--- src/sv/liu_pkg.sv ---
// Shared constants, control word types and tables for the linear interpolation upsampler.
`timescale 1ns / 1ps

package liu_pkg;

  // Sample and factor widths
  localparam int SAMPLE_W   = 8;
  localparam int FACTOR_W   = 5;
  localparam int MIN_FACTOR = 2;
  localparam int MAX_FACTOR = 16;
  localparam int J_W        = $clog2(MAX_FACTOR);

  // D * k stays below 2^12, so 2*D*k + N fits in 13 bits
  localparam int PROD_W     = SAMPLE_W + FACTOR_W;
  localparam int NUM_W      = PROD_W;

  // Exact division by 2N via ceil(2^18 / 2N): NUM_W bits times 2N stays below 2^18
  localparam int RECIP_SHIFT = 18;
  localparam int RECIP_W     = 17;
  localparam int MULT_W      = NUM_W + RECIP_W;

  // APB port
  localparam int APB_DATA_W = 32;
  localparam int APB_ADDR_W = 3;
  localparam logic REG_FACTOR = 1'b0;
  localparam logic [FACTOR_W-1:0] FACTOR_RESET = FACTOR_W'(MIN_FACTOR);

  // Microprogram steps
  typedef enum logic [2:0] {
    ST_WAIT,
    ST_ROUTE,
    ST_SPLIT,
    ST_MUL,
    ST_DIV,
    ST_POINT,
    ST_LAST,
    ST_MID
  } step_t;

  // Jump conditions
  typedef enum logic [2:0] {
    COND_NEVER,
    COND_ALWAYS,
    COND_PASS,
    COND_HALF,
    COND_MORE
  } cond_t;

  // Source of an emitted point
  typedef enum logic [1:0] {
    SRC_MID,
    SRC_INTERP,
    SRC_CUR
  } src_t;

  typedef struct packed {
    logic  take_in;
    logic  emit;
    src_t  src;
    logic  emit_last;
    logic  ld_j;
    logic  do_mul;
    logic  do_div;
    logic  adv_j;
    cond_t cond;
    step_t target;
  } ctrl_word_t;

  typedef struct packed {
    logic in_valid;
    logic out_free;
    logic pass;
    logic half;
    logic more;
  } seq_status_t;

  // Microcode store
  function automatic ctrl_word_t ucode(step_t s);
    ctrl_word_t w;
    w        = '0;
    w.src    = SRC_CUR;
    w.cond   = COND_NEVER;
    w.target = ST_WAIT;
    unique case (s)
      ST_WAIT:  w.take_in = 1'b1;
      ST_ROUTE: begin
        w.cond   = COND_PASS;
        w.target = ST_LAST;
      end
      ST_SPLIT: begin
        w.ld_j   = 1'b1;
        w.cond   = COND_HALF;
        w.target = ST_MID;
      end
      ST_MUL:   w.do_mul = 1'b1;
      ST_DIV:   w.do_div = 1'b1;
      ST_POINT: begin
        w.emit   = 1'b1;
        w.src    = SRC_INTERP;
        w.adv_j  = 1'b1;
        w.cond   = COND_MORE;
        w.target = ST_MUL;
      end
      ST_LAST:  begin
        w.emit      = 1'b1;
        w.src       = SRC_CUR;
        w.emit_last = 1'b1;
        w.cond      = COND_ALWAYS;
        w.target    = ST_WAIT;
      end
      ST_MID:   begin
        w.emit   = 1'b1;
        w.src    = SRC_MID;
        w.cond   = COND_ALWAYS;
        w.target = ST_LAST;
      end
      default:  w.take_in = 1'b1;
    endcase
    return w;
  endfunction

  // ceil(2^18 / (2N)) for each usable factor
  function automatic logic [RECIP_W-1:0] recip(logic [FACTOR_W-1:0] n);
    logic [RECIP_W-1:0] r;
    r = '0;
    unique case (n)
      5'd2:    r = 17'd65536;
      5'd3:    r = 17'd43691;
      5'd4:    r = 17'd32768;
      5'd5:    r = 17'd26215;
      5'd6:    r = 17'd21846;
      5'd7:    r = 17'd18725;
      5'd8:    r = 17'd16384;
      5'd9:    r = 17'd14564;
      5'd10:   r = 17'd13108;
      5'd11:   r = 17'd11916;
      5'd12:   r = 17'd10923;
      5'd13:   r = 17'd10083;
      5'd14:   r = 17'd9363;
      5'd15:   r = 17'd8739;
      5'd16:   r = 17'd8192;
      default: r = '0;
    endcase
    return r;
  endfunction

endpackage

--- src/sv/liu_sample_if.sv ---
// Input channel: one sample request with its record start flag.
`timescale 1ns / 1ps

interface liu_sample_if import liu_pkg::*; ();
  logic                       valid;
  logic                       ready;
  logic signed [SAMPLE_W-1:0] sample;
  logic                       record_start;

  modport source (output valid, sample, record_start, input ready);
  modport sink   (input valid, sample, record_start, output ready);
endinterface

--- src/sv/liu_point_if.sv ---
// Output channel: one point request with its end-of-run flag.
`timescale 1ns / 1ps

interface liu_point_if import liu_pkg::*; ();
  logic                       valid;
  logic                       ready;
  logic signed [SAMPLE_W-1:0] point;
  logic                       last;

  modport source (output valid, point, last, input ready);
  modport sink   (input valid, point, last, output ready);
endinterface

--- src/sv/liu_sequencer.sv ---
// Microprogram sequencer: step counter, control store lookup and conditional jumps.
`timescale 1ns / 1ps

module liu_sequencer import liu_pkg::*; (
  input  logic        clk,
  input  logic        rst,
  input  seq_status_t status,
  output ctrl_word_t  ctrl,
  output logic        fire
);

  step_t upc, upc_next;
  logic  jump;

  // Control word of the current step; a step holds while its request cannot move
  always_comb begin
    ctrl = ucode(upc);
    fire = !((ctrl.take_in && !status.in_valid) || (ctrl.emit && !status.out_free));
  end

  // Next step
  always_comb begin
    unique case (ctrl.cond)
      COND_NEVER:  jump = 1'b0;
      COND_ALWAYS: jump = 1'b1;
      COND_PASS:   jump = status.pass;
      COND_HALF:   jump = status.half;
      COND_MORE:   jump = status.more;
      default:     jump = 1'b0;
    endcase
    if (!fire) begin
      upc_next = upc;
    end else if (jump) begin
      upc_next = ctrl.target;
    end else begin
      upc_next = step_t'(upc + 3'd1);
    end
  end

  always_ff @(posedge clk) begin
    if (rst) begin
      upc <= ST_WAIT;
    end else begin
      upc <= upc_next;
    end
  end

endmodule

--- src/sv/linear_interp_upsampler.sv ---
// Top level of the linear interpolation upsampler: APB register, datapath and output stage.
//
// Usage: samples (sample, record_start) come in on a valid/ready channel, points
// (point, last) leave on another. Each sample request yields a run of points ending
// with last = 1: a record start (or the first sample after reset) gives the sample
// alone; otherwise N-1 interpolated points then the sample itself, N being the
// upsample_factor register clamped to 2..16. The register sits at APB address 0, and the
// user must write it only while the block is idle; the block itself does not enforce this.
// Timing: a sample is taken in the wait step, so at most one request is in work.
// A pass-through sample runs the wait, route and last steps; N = 2 runs wait, route,
// split, mid and last; N > 2 runs wait, route and split, then for each interpolated
// point a multiply step, a reciprocal multiply step and an emit step, then last.
// After the route step, the first emit step puts the first point on the output.
// Reset returns the sequencer to its wait step, empties the output register, sets the
// factor to 2 and forgets the previous sample. A stalled receiver holds the output
// register; the sequencer waits at its next emit step, and the next sample can be
// taken while the final point of a run is still waiting.
`timescale 1ns / 1ps

module linear_interp_upsampler import liu_pkg::*; (
  input  logic                  clk,
  input  logic                  rst,
  liu_sample_if.sink            samples,
  liu_point_if.source           points,
  input  logic                  psel,
  input  logic                  penable,
  input  logic                  pwrite,
  input  logic [APB_ADDR_W-1:0] paddr,
  input  logic [APB_DATA_W-1:0] pwdata,
  output logic [APB_DATA_W-1:0] prdata,
  output logic                  pready
);

  ctrl_word_t  ctrl;
  seq_status_t status;
  logic        fire;

  logic [FACTOR_W-1:0]        factor;
  logic [FACTOR_W-1:0]        nfac;
  logic signed [SAMPLE_W-1:0] cur_s;
  logic signed [SAMPLE_W-1:0] prev_s;
  logic                       pass;
  logic                       have_prev;
  logic [J_W-1:0]             j;
  logic [NUM_W-1:0]           num;
  logic [SAMPLE_W-1:0]        quo;

  logic                       out_valid;
  logic signed [SAMPLE_W-1:0] out_point;
  logic                       out_last;

  logic                       rising;
  logic signed [SAMPLE_W:0]   diff;
  logic signed [SAMPLE_W:0]   diff_neg;
  logic [SAMPLE_W-1:0]        absd;
  logic signed [SAMPLE_W-1:0] lower;
  logic [FACTOR_W-1:0]        kval;
  logic [PROD_W-1:0]          prod;
  logic [NUM_W-1:0]           num_next;
  logic [MULT_W-1:0]          wide;
  logic signed [SAMPLE_W:0]   sum;
  logic signed [SAMPLE_W:0]   sum_adj;
  logic signed [SAMPLE_W-1:0] mid;
  logic signed [SAMPLE_W-1:0] interp;
  logic signed [SAMPLE_W-1:0] emit_val;

  // APB register
  assign pready = 1'b1;
  assign prdata = (paddr[2] == REG_FACTOR) ? APB_DATA_W'(factor) : '0;

  always_ff @(posedge clk) begin
    if (rst) begin
      factor <= FACTOR_RESET;
    end else if (psel && penable && pwrite && pready && paddr[2] == REG_FACTOR) begin
      factor <= pwdata[FACTOR_W-1:0];
    end
  end

  // Effective factor, clamped to the supported range
  always_comb begin
    if (factor < FACTOR_W'(MIN_FACTOR)) begin
      nfac = FACTOR_W'(MIN_FACTOR);
    end else if (factor > FACTOR_W'(MAX_FACTOR)) begin
      nfac = FACTOR_W'(MAX_FACTOR);
    end else begin
      nfac = factor;
    end
  end

  // Sequencer
  assign status.in_valid = samples.valid;
  assign status.out_free = !out_valid || points.ready;
  assign status.pass     = pass;
  assign status.half     = (nfac == FACTOR_W'(MIN_FACTOR));
  assign status.more     = (FACTOR_W'(j) != nfac - FACTOR_W'(1));

  liu_sequencer u_seq (
    .clk    (clk),
    .rst    (rst),
    .status (status),
    .ctrl   (ctrl),
    .fire   (fire)
  );

  assign samples.ready = ctrl.take_in;

  // Difference, direction and lower endpoint
  always_comb begin
    rising   = cur_s > prev_s;
    diff     = {cur_s[SAMPLE_W-1], cur_s} - {prev_s[SAMPLE_W-1], prev_s};
    diff_neg = -diff;
    absd     = rising ? diff[SAMPLE_W-1:0] : diff_neg[SAMPLE_W-1:0];
    lower    = rising ? prev_s : cur_s;
  end

  // Numerator 2*D*k + N, k counted from the lower endpoint
  always_comb begin
    kval     = rising ? FACTOR_W'(j) : nfac - FACTOR_W'(j);
    prod     = PROD_W'(absd) * PROD_W'(kval);
    num_next = NUM_W'({prod[PROD_W-2:0], 1'b0}) + NUM_W'(nfac);
  end

  // Quotient by 2N through the reciprocal table
  assign wide = MULT_W'(num) * MULT_W'(recip(nfac));

  // Midpoint for N = 2, truncated toward zero, and interpolated point from the lower endpoint
  always_comb begin
    sum     = {prev_s[SAMPLE_W-1], prev_s} + {cur_s[SAMPLE_W-1], cur_s};
    sum_adj = sum + (SAMPLE_W + 1)'(sum[SAMPLE_W]);
    mid     = sum_adj[SAMPLE_W:1];
    interp  = lower + $signed(quo);
  end

  // Point selection
  always_comb begin
    unique case (ctrl.src)
      SRC_MID:    emit_val = mid;
      SRC_INTERP: emit_val = interp;
      SRC_CUR:    emit_val = cur_s;
      default:    emit_val = cur_s;
    endcase
  end

  // Sample history and flags
  always_ff @(posedge clk) begin
    if (rst) begin
      cur_s     <= '0;
      have_prev <= 1'b0;
      pass      <= 1'b0;
    end else if (fire && ctrl.take_in) begin
      cur_s     <= samples.sample;
      have_prev <= 1'b1;
      pass      <= samples.record_start || !have_prev;
    end
  end

  always_ff @(posedge clk) begin
    if (fire && ctrl.take_in) begin
      prev_s <= cur_s;
    end
  end

  // Point counter and arithmetic registers
  always_ff @(posedge clk) begin
    if (rst) begin
      j <= '0;
    end else if (fire && ctrl.ld_j) begin
      j <= J_W'(1);
    end else if (fire && ctrl.adv_j) begin
      j <= j + J_W'(1);
    end
  end

  always_ff @(posedge clk) begin
    if (fire && ctrl.do_mul) begin
      num <= num_next;
    end
    if (fire && ctrl.do_div) begin
      quo <= wide[RECIP_SHIFT +: SAMPLE_W];
    end
  end

  // Output register
  always_ff @(posedge clk) begin
    if (rst) begin
      out_valid <= 1'b0;
    end else if (fire && ctrl.emit) begin
      out_valid <= 1'b1;
    end else if (points.ready) begin
      out_valid <= 1'b0;
    end
  end

  always_ff @(posedge clk) begin
    if (fire && ctrl.emit) begin
      out_point <= emit_val;
      out_last  <= ctrl.emit_last;
    end
  end

  assign points.valid = out_valid;
  assign points.point = out_point;
  assign points.last  = out_last;

endmodule

--- src/flat_wrapper.sv ---
// flat-port wrapper written by rule: the top's interface ports become plain ports
module linear_interp_upsampler_flat import liu_pkg::*;
  (clk, rst, psel, penable, pwrite, paddr, pwdata, prdata, pready, samples_valid, samples_sample, samples_record_start, samples_ready, points_valid, points_point, points_last, points_ready);
  liu_sample_if samples_i ();
  liu_point_if points_i ();
  input  logic clk;
  input  logic rst;
  input  logic psel;
  input  logic penable;
  input  logic pwrite;
  input  logic [APB_ADDR_W-1:0] paddr;
  input  logic [APB_DATA_W-1:0] pwdata;
  output logic [APB_DATA_W-1:0] prdata;
  output logic pready;
  input wire logic [$bits(samples_i.valid)-1:0] samples_valid;
  input wire logic [$bits(samples_i.sample)-1:0] samples_sample;
  input wire logic [$bits(samples_i.record_start)-1:0] samples_record_start;
  output wire logic [$bits(samples_i.ready)-1:0] samples_ready;
  output wire logic [$bits(points_i.valid)-1:0] points_valid;
  output wire logic [$bits(points_i.point)-1:0] points_point;
  output wire logic [$bits(points_i.last)-1:0] points_last;
  input wire logic [$bits(points_i.ready)-1:0] points_ready;
  assign samples_i.valid = samples_valid;
  assign samples_i.sample = samples_sample;
  assign samples_i.record_start = samples_record_start;
  assign samples_ready = samples_i.ready;
  assign points_valid = points_i.valid;
  assign points_point = points_i.point;
  assign points_last = points_i.last;
  assign points_i.ready = points_ready;
  linear_interp_upsampler u_core (.clk(clk), .rst(rst), .samples(samples_i), .points(points_i), .psel(psel), .penable(penable), .pwrite(pwrite), .paddr(paddr), .pwdata(pwdata), .prdata(prdata), .pready(pready));
endmodule
--- config.mk ---
export PLATFORM = sky130hd
export DESIGN_NAME = linear_interp_upsampler_flat
export DESIGN_NICKNAME = d
export VERILOG_FILES = /design/src/sv/liu_pkg.sv /design/src/sv/liu_sample_if.sv /design/src/sv/liu_point_if.sv /design/src/sv/liu_sequencer.sv /design/src/sv/linear_interp_upsampler.sv /design/src/flat_wrapper.sv
export SDC_FILE = /design/constraint.sdc
export NUM_CORES = 1
export LEC_CHECK = 0
export ABC_AREA = 1
export CAP_MARGIN = 0
export CORE_MARGIN = 2
export CORE_UTILIZATION = 40
export DETAILED_ROUTE_END_ITERATION = 7
export DONT_BUFFER_PORTS = 1
export RECOVER_POWER = 50
export SLEW_MARGIN = 0
export SYNTH_ARGS = -nofsm -noshare
export SYNTH_HDL_FRONTEND = slang
export SYNTH_SLANG_ARGS = --single-unit
export TNS_END_PERCENT = 20
--- constraint.sdc ---
create_clock -name clk -period 7.7 [get_ports clk]
set_input_delay 1.54 -clock clk [delete_from_list [all_inputs] [get_ports clk]]
set_output_delay 1.54 -clock clk [all_outputs]
set_load 0.01 [all_outputs]
Word level (Yosys, flattened, before mapping)
Memory sizes are Yosys's and may differ from the RTL's.
Index checks and enable logic that the tools add are counted.
{ "classes": {"addsub": 10, "n_mul": 2, "magnitude_cmp": 3, "eq_ne": 14, "mux": 21, "n_bitwise": 1, "n_reduce_logical": 24} }
{ "op_table": {"columns": ["operator", "count"], "rows": [
  ["6-bit one-hot mux with 5 select lines", 1],
  ["13-bit by 17-bit multiplier with 26-bit output", 1],
  ["5-bit two-way mux", 4],
  ["8-bit two-way mux", 2],
  ["8-bit one-hot mux with 2 select lines", 1],
  ["3-bit equality test (second input constant)", 5],
  ["13-bit by 5-bit adder with 13-bit output", 1],
  ["3-bit by 2-bit equality test with 1-bit output (second input constant)", 4],
  ["8-bit by 5-bit multiplier with 12-bit output", 1],
  ["1-bit logical AND", 11],
  ["1-bit two-way mux", 10],
  ["8-bit by 8-bit adder with 9-bit output", 1],
  ["9-bit by 1-bit adder with 9-bit output", 1],
  ["3-bit one-hot mux with 3 select lines", 1],
  ["8-bit adder", 1],
  ["8-bit greater-than comparator", 1],
  ["8-bit negator", 1],
  ["8-bit subtractor", 1],
  ["3-bit by 1-bit equality test with 1-bit output (second input constant)", 2],
  ["5-bit by 2-bit equality test with 1-bit output (second input constant)", 1],
  ["5-bit greater-than comparator (second input constant)", 1],
  ["1-bit logical NOT", 5],
  ["5-bit by 2-bit less-than comparator with 1-bit output (second input constant)", 1],
  ["4-bit by 5-bit inequality test with 1-bit output", 1],
  ["13 further kinds", 16]
]} }
{ "totals": {"ff_bits": 61, "rom_bits": 544, "elab_cells": 89, "n_memories": 1} }
{ "memory_table": {"columns": ["name", "words", "word_bits", "read_ports", "rd_ports_with_merged_regs", "wr", "line_no", "rtl"], "rows": [
  ["(no name shown)", 32, 17, 1, 0, 0, "liu_pkg.sv:126", "unique case (n)"]
]} }

Longest topological paths before layout
Gate-level depths: netlist of the first run.
{ "logic_depth": {"ltp_word": 9, "depth_mapped": 37, "mapped_depth_nobuf": 36} }

By module
From an unflattened synthesis of the first run, not the netlist that was laid out.
{ "hier_totals": {"hier_cells": 1793, "hier_area_um2": 13117.6} }
{ "by_module_without_submodules": {"columns": ["module", "n_inst", "cells_per_inst", "area_per_inst_um2", "seq_area_each_um2"], "rows": [
  ["linear_interp_upsampler", 1, 1714, 12650.9, 1541.5],
  ["liu_sequencer", 1, 79, 466.7, 60.1]
]} }

Worst setup path before layout of the first run
OpenSTA, ideal clock, no wires.
{ "synth_path": {"kind": "reg2reg", "from": "register u_core.factor[4]", "to": "register u_core.quo[7] (data pin)", "arrival_time_ps": 5807, "required_ps": 7448, "slack_ps": 1641, "stages_incl_launch_ff": 31, "synth_period_minus_slack_ps": 6059, "cell_sequence": "dfxtp_1 > buf_6 > nor2_4 > nand2_1 > nand2_1 > ha_1 > inv_1 > nand3_1 > nand2_1 > inv_1 > nor2_1 > inv_1 > nor2_1 > fa_1 > fa_1 > fa_1 > fa_1 > inv_1 > fa_1 > inv_1 > ha_1 > a21oi_1 > o21ai_0 > a21oi_1 > o21ai_0 > a21oi_1 > nand2_1 > a21oi_1 > inv_1 > nand2_1 > nand2_1"} }
{ "synth_via": {"elab_chain_len": 5} }
{ "synth_lines": {"columns": ["item", "line_no", "rtl"], "rows": [
  ["start, declared", "linear_interp_upsampler.sv:38", "logic [FACTOR_W-1:0] factor;"],
  ["start signal, assigned", "linear_interp_upsampler.sv:75", "factor <= pwdata[FACTOR_W-1:0];"],
  ["5-bit greater-than comparator", "linear_interp_upsampler.sv:83", "end else if (factor > FACTOR_W'(MAX_FACTOR)) begin"],
  ["5-bit two-way mux", "linear_interp_upsampler.sv:83", null],
  ["5-bit two-way mux (*)", "linear_interp_upsampler.sv:81", "if (factor < FACTOR_W'(MIN_FACTOR)) begin"],
  ["memory read 32 x 17 bit (*)", null, null],
  ["13-bit by 17-bit multiplier with 26-bit output (*)", "linear_interp_upsampler.sv:124", "assign wide = MULT_W'(num) * MULT_W'(recip(nfac));"],
  ["via u_core.wide[25]", "linear_interp_upsampler.sv:60", "logic [MULT_W-1:0] wide;"],
  ["end signal, assigned", "linear_interp_upsampler.sv:179", "quo <= wide[RECIP_SHIFT +: SAMPLE_W];"],
  ["end, declared", "linear_interp_upsampler.sv:46", "logic [SAMPLE_W-1:0] quo;"]
]} }
Mark *: on every way through the listed nets, which the timed path passes. The rest lies on a longest branch.
A chain may end at the register's enable or synchronous reset.

Worst setup path after layout of the first run
Same ends and word-level chain as after synthesis.

==> results of run 1 <==
==> placed cells by master, fill, tap and decap left out, types with 3 or more instances in the layout <==
cell type	n
o21bai_1	6
o21ai_1	7
nand4_1	24
or2_2	4
inv_1	416
o21ai_0	60
clkinv_4	3
or2_1	6
a31oi_1	3
nor3_1	8
nand3_1	66
ha_1	123
buf_4	18
conb_1	28
fa_1	181
dfxtp_1	23
clkbuf_16	9
nand2_2	17
nand2_1	335
o211ai_1	5
nand2_4	5
nor2_1	212
nor3b_1	3
a21oi_1	66
xor2_1	19
o21a_1	4
inv_2	6
xnor2_1	13
nand3b_1	8
o21ai_2	8
edfxtp_1	38
==> area by class of cell <==
class / instances / share of cell area [%]
clock inverter: 7 / 0.591
tap: 442 / 4.02
timing repair buffer: 18 / 0.982
inverter: 426 / 11.7
sequential: 61 / 11.6
clock buffer: 9 / 1.64
multi-input combinational: 1237 / 69.4
==> routing by layer <==
layer / track usage (%) / up-vias / wire length, um
met1: 27.1 / 5202 / 14900
li1: - / 5264 / -
met5: 0 / - / 0
met4: 7.30 / 0 / 1080
met2: 35.3 / 307 / 15900
met3: 2.31 / 51 / 1780
==> worst reg2reg max path: cells and delay by family (launching register included) <==
kind	cells	cell delay (ns)
adder cells (fa/ha/maj)	8	3.50
AO/OA/AOI/OAI	6	1.27
AND/OR/NAND/NOR	8	0.97
buffers and inverters	9	0.87
flip-flops	1	0.30
==> stage by stage <==
| stage | util [%] | hold WS (ns) | cell area (sq um) | total power, uW |
|---|---|---|---|---|
| 2_1_floorplan | - | 0.431 | 13200 | 4450 |
| 3_3_place_gp | 41.5 | 0.438 | 13400 | 5440 |
| 3_5_place_dp | 41.5 | 0.451 | 13400 | 5500 |
| 4_1_cts | 42.5 | 0.461 | 13800 | 5960 |
| 5_1_grt | 42.5 | 0.489 | 13800 | 6690 |
| 6_report | 42.5 | 0.459 | 13800 | 5920 |
==> how the worst max path moves through the flow <==
| stage | from | endpoint | slack, ns | cells after the start |
|---|---|---|---|---|
| floorplan | u_core.factor[4]$_SDFFE_PP0P_ | u_core.quo[7]$_DFFE_PP_ | 1.64 | 30 |
| global placement | u_core.factor[4]$_SDFFE_PP0P_ | u_core.quo[7]$_DFFE_PP_ | 0.69 | 29 |
| detailed placement | u_core.factor[4]$_SDFFE_PP0P_ | u_core.quo[7]$_DFFE_PP_ | 0.64 | 31 |
| CTS | u_core.factor[4]$_SDFFE_PP0P_ | u_core.quo[7]$_DFFE_PP_ | 0.66 | 30 |
| global route | u_core.factor[4]$_SDFFE_PP0P_ | u_core.quo[7]$_DFFE_PP_ | 0.15 | 31 |
| finish | u_core.factor[4]$_SDFFE_PP0P_ | u_core.quo[7]$_DFFE_PP_ | 0.54 | 31 |
==> power breakdown <==
part	internal, uW	leakage (uW)	switching (uW)
Sequential	564	0.000543	136
Combinational	1670	0.00649	3130
Clock	254	0.000147	167
==> flip-flops by register name, summed over array words and instances, names as in the netlist <==
signal,count
u_core.num,13
u_core.cur_s,8
u_core.points.point,8
u_core.prev_s,8
u_core.quo,8
u_core.factor,5
u_core.j,4
u_core.u_seq.upc,3
u_core.have_prev,1
u_core.pass,1
u_core.points.last,1
u_core.points.valid,1
==> cell families (layout without fill, tap and decap cells) <==
logic type,count (synthesis),after routing
flops,61,61
fa+ha+maj,304,304
simple gates,698,698
buf+inv,485,460
xor+xnor,34,34
compound gates,173,173
other cells,2,28
==> metrics.md, run 1 <==
| Metric | Value |
|---|---|
| Max Cap Viol | `0` |
| Highest clock rate | `140 MHz` |
| Synth async-reset ratio | `0%` |
| Largest stage delay, worst path | `approximately 0.63 ns` |
| Area Growth Syn to Fin | `5.36%` |
| N_diodes | `0` |
| Fill count | `3356` |
| R2r setup slk | `0.54 ns` |
| Xor/xnor cell area share of the yosys netlist | `2.40%` |
| Crit path max-delay family | `adder cells` |
| Clock buffer depth | `2` |
| Area of the multi-input gates | `9550 sq um` |
| Chip width | `roughly 180 um` |
| RePlAce Congestion | `0.890` |
| VDD IR-drop max | `just over 0.0004 V` |
| Post-DP HPWL | `roughly 28000 um` |
| #FFs+latches synth | `61` |
| Place WS | `0.645 ns` |
| CP max FO | `8` |
| Setup-failing EPs final | `0` |
| Lkg Pwr | `0.00718 uW` |
| Cts repair resizes | `0` |
| ANT nets after route | `0` |
| CTS buffer count | `9` |
| FF-to-FF Start | `u_core.factor[4]$_SDFFE_PP0P_` |
| Share of layout cells above drive strength 1 | `5.12%` |
| Detail-routed via count per cell | `~4.9` |
| Clock Skews | `0.0110 ns` |
| Largest family of logic cells by synthesized area | `adder cells` |
| Post-CTS Setup Bufs | `0` |
| Clock sinks | `61` |
| Yosys top cell area share | `about 28%` |
| Cell taking the most area after synthesis | `fa_1` |
| Top FF cell, synth | `edfxtp_1` |
| Residual DRC count | `0` |
| Area of the die | `34100 sq um` |
| Sequential area share after synthesis | `about an eighth` |
| IO Count | `between 90 and 100` |
| Adder-Cell Fraction of Synth Area | `39.5%` |
| Drt initial violations | `658` |
| Placed Instances | `2184` |
| Pre-antenna DRT Iters | `5` |
| Hold Path Depth | `2` |
| Critical path class | `reg2reg` |
| Critical Path Source Type | `flop` |
| Rows | `66` |
| Vias in the first global route | `10757` |
| Pin count of the biggest net entering global routing | `28` |
| RSZ-0062 raised after global routing | `no` |
| Antenna violations before repair | `0` |
| Hold wc startpoint | `u_core.have_prev$_SDFFE_PP0P_` |
| Tmin final | `7.16 ns` |
| Maximum level of the CTS H-tree | `3` |
| Latest clock arrival within the worst-skew pair | `around 0.34 ns` |
| Ranking of synthesized cells by area | `fa_1 28%, inv_1 12%, ha_1 12%, nand2_1 9.6%, edfxtp_1 8.7%` |
| Nets | `2108` |
| Mux cell area share after synthesis | `0%` |
| Pwr Density | `431 nW/um^2` |
| Cell Count, Final, Fillers Out | `2200` |
| CP Buf/Inv Count | `9` |
| Simple-gate area share of the yosys netlist | `22.8%` |
| Count leader, synth | `inv_1` |
| Initial Utilization | `roughly two fifths` |
| CTS tree | `done` |
| Routed Wire Length | `33600 um` |
| Worst Max-Slew Pin Slew | `between 1 and 1.5 ns` |
| Syn Inst Count | `1757` |
| Compound-Gate Fraction of Synth Area | `7.61%` |
| Status | `finished, final reports clean` |
| CP most frequent cell | `inv_1` |
| Clock slew at reported path FFs | `~0.060 ns` |
| Buffers on Ports | `0` |
| CTS Hold Bufs | `0` |
| Top cells by count, synth | `416 x inv_1, 335 x nand2_1, 212 x nor2_1` |
| Average wire per standard cell | `15.3 um` |
| Slowest stage cell, crit path | `fa_1` |
| Setup TNS Final | `0 ns` |
| Reg2reg end | `u_core.quo[7]$_DFFE_PP_` |
| Tcrit/Tclk final | `92.9%` |
| Rel. slew slack | `21.6%` |
| Die Y | `185 um` |
| Netlist cell types | `between 50 and 60` |
| Final WS setup | `0.544 ns` |
| Via count | `roughly 11000` |
| Critical path data required time | `just under 8 ns` |
| Grt ovf | `0` |
| Final hold violation count | `0` |
| Max Transition Viols Final | `0` |
| YS warnings | `0` |
| Overall global routing resource usage | `20.7%` |
| Hold Path Sink | `u_core.have_prev$_SDFFE_PP0P_` |
| Synthesized cell area | `between 10000 and 15000 sq um` |
| Average size of a mapped cell | `roughly 7.4 sq um` |
| Area taken by flip-flops and latches | `1600 sq um` |
| Hold Path Class | `reg2reg` |
| Reg2reg path depth | `31` |
| CP arrival | `7.26 ns` |
| CTS Root Cell | `clkbuf_16` |
| EDFF count, synth | `38` |
| Crit path capture type | `flop` |
| First-pass GRT wire length | `55100 um` |
| Core Footprint | `32400 sq um` |
Power figures use the tool's default switching activity.
==> inputs of run 2 (changes only) <==
Settings changed: CORE_UTILIZATION 40 to 55, CTS_BUF_LIST set to sky130_fd_sc_hd__clkbuf_16, PLACE_DENSITY set to 0.7.
==> metrics.md, run 2 (same netlist as run 1, synthesis figures left out) <==
| Metric | Value |
|---|---|
| Tmin final | `7.03 ns (was 7.16 ns)` |
| Highest clock rate | `142 MHz (was 140 MHz)` |
| RePlAce Congestion | `0.919 (was 0.890)` |
| Maximum level of the CTS H-tree | `3 (unchanged)` |
| Internal power | `2480 uW (was 2490 uW)` |
| Max reg flops | `13 (unchanged)` |
| Area Growth Syn to Fin | `4.04% (was 5.36%)` |
| Core Footprint | `23400 sq um (was 32400 sq um)` |
| Cts repair resizes | `0 (unchanged)` |
| Largest stage delay, worst path | `0.55 ns (was 0.63 ns)` |
| Rows | `56 (was 66)` |
| VDD IR-drop max | `0.000620 V (was 0.000413 V)` |
| Critical Path Source Type | `flop (unchanged)` |
| Max Transition Viols Final | `0 (unchanged)` |
| Status | `finished, final reports clean (unchanged)` |
| CTS buffer count | `9 (unchanged)` |
| Post-CTS Setup Bufs | `0 (unchanged)` |
| Setup-failing EPs final | `0 (unchanged)` |
| IO Count | `95 (unchanged)` |
| P_sw | `3440 uW (about the same)` |
| Drt initial violations | `855 (was 658)` |
| Share of layout cells above drive strength 1 | `4.95% (was 5.12%)` |
| Average wire per standard cell | `15.8 um (was 15.3 um)` |
| Comb pwr share | `81.2% (was 81.1%)` |
| Tcrit/Tclk final | `91.3% (was 92.9%)` |
| Via count | `10918 (was 10824)` |
| Chip width | `158 um (was 185 um)` |
| Switch share | `58.1% (was 58.0%)` |
| Lkg Pwr | `0.00717 uW (was 0.00718 uW)` |
| Grt ovf | `0 (unchanged)` |
| Buffers on Ports | `0 (unchanged)` |
| Critical path class | `reg2reg (unchanged)` |
| Hold Path Sink | `u_core.have_prev$_SDFFE_PP0P_ (unchanged)` |
| Reg2reg end | `u_core.quo[7]$_DFFE_PP_ (unchanged)` |
| Pre-antenna DRT Iters | `5 (unchanged)` |
| Post-DP HPWL | `27700 um (was 28100 um)` |
| Overall global routing resource usage | `27.9% (was 20.7%)` |
| Most flop-heavy register | `u_core.num (unchanged)` |
| Commonest non-fill, non-tap cell in the layout | `inv_1 (unchanged)` |
| Initial Utilization | `55.8% (was 40.3%)` |
| Tot Pwr | `5920 uW (about the same)` |
| Latest clock arrival within the worst-skew pair | `0.35 ns (was 0.34 ns)` |
| Residual DRC count | `0 (unchanged)` |
| N_diodes | `0 (unchanged)` |
| Critical path data required time | `7.80 ns (about the same)` |
| Crit path capture type | `flop (unchanged)` |
| Pwr Density | `436 nW/um^2 (was 431 nW/um^2)` |
| CTS Hold Bufs | `0 (unchanged)` |
| Final hold violation count | `0 (unchanged)` |
| First-pass GRT wire length | `54000 um (was 55100 um)` |
| Antenna violations before repair | `0 (unchanged)` |
| ANT nets after route | `0 (unchanged)` |
| CTS tree | `done (unchanged)` |
| Hold WS | `0.454 ns (was 0.459 ns)` |
| Hold wc startpoint | `u_core.have_prev$_SDFFE_PP0P_ (unchanged)` |
| Die Y | `158 um (was 185 um)` |
| Worst Max-Slew Pin Slew | `0.862 ns (was 1.17 ns)` |
| Clock buffer depth | `2 (unchanged)` |
| CP max FO | `8 (unchanged)` |
| Pin count of the biggest net entering global routing | `28 (unchanged)` |
| Final Cell Area | `13600 sq um (was 13800 sq um)` |
| Reg2reg path depth | `33 (was 31)` |
| Max Cap Viol | `0 (unchanged)` |
| R2r setup slk | `0.67 ns (was 0.54 ns)` |
| Clock sinks | `61 (unchanged)` |
| Sequential Power Share | `11.6% (was 11.8%)` |
| Vias in the first global route | `10748 (was 10757)` |
| Clock Skews | `0.0150 ns (was 0.0110 ns)` |
| Slowest stage cell, crit path | `fa_1 (unchanged)` |
| CP arrival | `7.13 ns (was 7.26 ns)` |
| Rel. slew slack | `42.5% (was 21.6%)` |
| RSZ-0062 raised after global routing | `no (unchanged)` |
| Hold Path Class | `reg2reg (unchanged)` |
| Routed Wire Length | `32800 um (was 33600 um)` |
| Detail-routed via count per cell | `5.26 (was 4.92)` |
| Nets | `2107 (was 2108)` |
| Placed Area | `13300 sq um (was 13400 sq um)` |
| Hold Path Depth | `2 (unchanged)` |
| Final Util | `58.0% (was 42.5%)` |
| Clock slew at reported path FFs | `0.07 ns (was 0.06 ns)` |
| CTS Root Cell | `clkbuf_16 (unchanged)` |
| Commonest cells after routing, fill and taps aside | `416 x inv_1, 335 x nand2_1, 212 x nor2_1 (unchanged)` |
| FF-to-FF Start | `u_core.factor[4]$_SDFFE_PP0P_ (unchanged)` |
| Area of the die | `25000 sq um (was 34100 sq um)` |
| CP most frequent cell | `inv_1 (unchanged)` |
| Clock share of power | `7.1% (about the same)` |
| Setup TNS Final | `0 ns (unchanged)` |
## run 2: critical path: cells and delay by family (launching register included)
kind / cells / cell delay [ns]
adders and majority gates: 7 / 3.19
AOI/OAI and AO/OA: 8 / 1.10
and+or+nand+nor: 9 / 0.96
buffers and inverters: 9 / 1.05
DFF: 1 / 0.50
## run 2: layout make-up
| cell class | instances | area (sq um) |
|---|---|---|
| Timing Repair Buffer | 17 | 120 |
| Tap cell | 319 | 399 |
| Clock buffer | 9 | 225 |
| Fill cell | 2249 | 9820 |
| Inverter | 426 | 1610 |
| Clock inverter | 7 | 78.8 |
| Sequential cell | 61 | 1600 |
| Multi-Input combinational cell | 1237 | 9550 |
## run 2: how the worst max path moves through the flow
stage	startpoint	to	depth (start not counted)
finish	u_core.factor[4]$_SDFFE_PP0P_	u_core.quo[7]$_DFFE_PP_	33
global route	u_core.factor[4]$_SDFFE_PP0P_	u_core.quo[7]$_DFFE_PP_	33
CTS	u_core.factor[4]$_SDFFE_PP0P_	u_core.quo[7]$_DFFE_PP_	33
detailed placement	u_core.factor[4]$_SDFFE_PP0P_	u_core.quo[7]$_DFFE_PP_	33
global placement	u_core.factor[4]$_SDFFE_PP0P_	u_core.quo[7]$_DFFE_PP_	33
floorplan	u_core.factor[4]$_SDFFE_PP0P_	u_core.quo[7]$_DFFE_PP_	30
## run 2: through the flow
stage,instances,setup WS [ns]
finish,2076,0.671
global route,2076,0.229
detailed placement,2060,0.773
CTS,2076,0.749
global placement,2060,0.808
floorplan,1783,1.64
## run 2: power by group through the flow
| stage | Clock, uW | Combinational, uW | Sequential (uW) |
|---|---|---|---|
| final | 423 | 4810 | 688 |
| after global routing | 444 | 5540 | 698 |
| after global placement | 0 | 4670 | 686 |
| after floorplan | 0 | 3840 | 619 |
| after CTS | 427 | 4830 | 684 |
| after detailed placement | 0 | 4790 | 690 |
## run 2: routing by layer
| metal | up-vias | track usage [%] | share of wire [%] |
|---|---|---|---|
| met5 | - | 0 | 0 |
| met4 | 0 | 13.2 | 4.8 |
| met3 | 93 | 2.66 | 5.4 |
| met2 | 349 | 45.5 | 47 |
| met1 | 5215 | 37.4 | 43 |
| li1 | 5261 | - | - |
==> inputs of run 3 (changes only) <==
==> constraint.sdc (replaced) <==
create_clock -name clk -period 7.7 [get_ports clk]
set_input_delay 0 -clock clk [delete_from_list [all_inputs] [get_ports clk]]
set_output_delay 0 -clock clk [all_outputs]
set_load 0.01 [all_outputs]
==> metrics.md, run 3 (same netlist as run 1, synthesis figures left out) <==
| Metric | Value |
|---|---|
| Status | `finished, final reports clean (unchanged)` |
| Area of the die | `25000 sq um (unchanged)` |
| Vias in the first global route | `10841 (was 10748)` |
| Nets | `2120 (was 2107)` |
| Post-DP HPWL | `27800 um (was 27700 um)` |
| Slowest stage cell, crit path | `a21oi_1 (was fa_1)` |
| FF-to-FF Start | `u_core.factor[3]$_SDFFE_PP0P_ (was u_core.factor[4]$_SDFFE_PP0P_)` |
| Hold Path Depth | `1 (was 2)` |
| Reg2reg path depth | `26 (was 33)` |
| RePlAce Congestion | `0.946 (was 0.919)` |
| Pin count of the biggest net entering global routing | `28 (unchanged)` |
| Most flop-heavy register | `u_core.num (unchanged)` |
| CTS tree | `done (unchanged)` |
| CP Buf/Inv Count | `5 (was 9)` |
| R2r setup slk | `0.72 ns (was 0.67 ns)` |
| Commonest cells after routing, fill and taps aside | `417 x inv_1, 335 x nand2_1, 212 x nor2_1 (was 416 x inv_1, 335 x nand2_1, 212 x nor2_1)` |
| Placed Instances | `2057 (was 2060)` |
| Grt ovf | `0 (unchanged)` |
| Routed Wire Length | `33400 um (was 32800 um)` |
| Area of the multi-input gates | `9550 sq um (unchanged)` |
| Commonest non-fill, non-tap cell in the layout | `inv_1 (unchanged)` |
| Area Growth Syn to Fin | `5.38% (was 4.04%)` |
| Critical path class | `reg2reg (unchanged)` |
| Max Transition Viols Final | `0 (unchanged)` |
| Maximum level of the CTS H-tree | `3 (unchanged)` |
| Latest clock arrival within the worst-skew pair | `0.35 ns (about the same)` |
| Tcrit/Tclk final | `90.6% (was 91.3%)` |
| Fill count | `2243 (was 2249)` |
| Clock buffer depth | `2 (unchanged)` |
| ANT nets after route | `0 (unchanged)` |
| Share of layout cells above drive strength 1 | `4.69% (was 4.95%)` |
| Critical Path Source Type | `flop (unchanged)` |
| Cell Count, Final, Fillers Out | `2089 (was 2076)` |
| Crit path capture type | `flop (unchanged)` |
| Critical path data required time | `7.80 ns (about the same)` |
| Reg2reg end | `u_core.quo[6]$_DFFE_PP_ (was u_core.quo[7]$_DFFE_PP_)` |
| Lkg Pwr | `0.00724 uW (was 0.00717 uW)` |
| First-pass GRT wire length | `54400 um (was 54000 um)` |
| CP most frequent cell | `nand2_1 (was inv_1)` |
| Via count | `11066 (was 10918)` |
| Hold Path Sink | `prdata[1] (was u_core.have_prev$_SDFFE_PP0P_)` |
| Tmin final | `6.98 ns (was 7.03 ns)` |
| Die Y | `158 um (unchanged)` |
| CP arrival | `7.08 ns (was 7.13 ns)` |
| RSZ-0062 raised after global routing | `no (unchanged)` |
| Crit path max-delay family | `adder cells (unchanged)` |
| Initial Utilization | `55.8% (unchanged)` |
| Chip width | `158 um (unchanged)` |
| Clock Skews | `0.0136 ns (was 0.0150 ns)` |
| Buffers on Ports | `0 (unchanged)` |
| CTS Root Cell | `clkbuf_16 (unchanged)` |
| IO Count | `95 (unchanged)` |
| Highest clock rate | `143 MHz (was 142 MHz)` |
| VDD IR-drop max | `0.000697 V (was 0.000620 V)` |
| CTS buffer count | `9 (unchanged)` |
| Antenna violations before repair | `0 (unchanged)` |
| Core Footprint | `23400 sq um (unchanged)` |
| Hold wc startpoint | `paddr[2] (was u_core.have_prev$_SDFFE_PP0P_)` |
| Drt initial violations | `837 (was 855)` |
| Max Cap Viol | `0 (unchanged)` |
| Cts repair resizes | `0 (unchanged)` |
| Pre-antenna DRT Iters | `8 (was 5)` |
| N_diodes | `0 (unchanged)` |
| Max reg flops | `13 (unchanged)` |
| Final hold violation count | `0 (unchanged)` |
| Hold Path Class | `in2out (was reg2reg)` |
| Area taken by flip-flops and latches | `1600 sq um (unchanged)` |
| Clock sinks | `61 (unchanged)` |
| Rel. slew slack | `42.5% (about the same)` |
| Rows | `56 (unchanged)` |
| Overall global routing resource usage | `28.0% (was 27.9%)` |
| Detail-routed via count per cell | `5.30 (was 5.26)` |
| Residual DRC count | `0 (unchanged)` |
| Clock slew at reported path FFs | `0.06 ns (was 0.07 ns)` |
| Setup TNS Final | `0 ns (unchanged)` |
| Setup-failing EPs final | `0 (unchanged)` |
| Pwr Density | `438 nW/um^2 (was 436 nW/um^2)` |
| Worst Max-Slew Pin Slew | `0.863 ns (was 0.862 ns)` |
| CP max FO | `8 (unchanged)` |
| Largest stage delay, worst path | `0.60 ns (was 0.55 ns)` |
| Average wire per standard cell | `16.0 um (was 15.8 um)` |
[run 3: changes by cell type in the layout (fill, tap and decap cells not counted)]
| cell | change |
|---|---|
| bufinv_16 | +2 |
| dlygate4sd3_1 | +16 |
| clkinvlp_4 | +1 |
| inv_1 | +1 |
| inv_6 | -3 |
| clkinv_4 | -1 |
| buf_4 | -3 |
[run 3: per-layer routing]
layer	global-route usage, %	share of wire (%)	up-vias
met3	5.04	7.8	69
li1	-	-	5282
met2	45.3	46	404
met1	37.8	42	5311
met5	0	0	-
met4	10.3	3.3	0
[run 3: timing repair]
item	4_1_cts	5_1_grt
endpoints found under the hold margin	18	0
hold buffers	16	0
buffers inserted	0	0
[run 3: how the worst max path moves through the flow]
| stage | from | endpoint | slack [ns] | depth (start not counted) |
|---|---|---|---|---|
| CTS | u_core.factor[3]$_SDFFE_PP0P_ | u_core.quo[7]$_DFFE_PP_ | 0.76 | 31 |
| global placement | u_core.factor[3]$_SDFFE_PP0P_ | u_core.quo[7]$_DFFE_PP_ | 0.87 | 31 |
| floorplan | u_core.factor[4]$_SDFFE_PP0P_ | u_core.quo[7]$_DFFE_PP_ | 1.64 | 30 |
| finish | u_core.factor[3]$_SDFFE_PP0P_ | u_core.quo[6]$_DFFE_PP_ | 0.72 | 26 |
| global route | u_core.factor[3]$_SDFFE_PP0P_ | u_core.quo[7]$_DFFE_PP_ | 0.20 | 28 |
| detailed placement | u_core.factor[3]$_SDFFE_PP0P_ | u_core.quo[7]$_DFFE_PP_ | 0.79 | 31 |
[run 3: cell type report]
type	count	area share (%)
multi-input cells	1237	69.4
inverters	426	11.7
flip-flops and latches	61	11.6
well taps	319	2.90
repair buffers	30	1.87
clock buffers	9	1.64
clock inverters	7	0.837
[run 3: metrics by stage]
step                hold WS, ns  worst slack, ns  util, %  instance area, sq um  power [uW]
finish                   0.0544            0.723     58.8                 13800        6020
floorplan                0.0475             1.64        -                 13200        4450
global placement         0.0525            0.870     56.7                 13300        5410
global route             0.0550            0.197     58.8                 13800        6780
CTS                      0.0346            0.763     58.8                 13800        6030
detailed placement       0.0536            0.794     56.7                 13300        5500
[run 3: power breakdown]
part | internal, uW | switching, uW | total, uW
clock | 316 | 165 | 480
sequential | 564 | 120 | 684
combinational | 1680 | 3180 | 4860
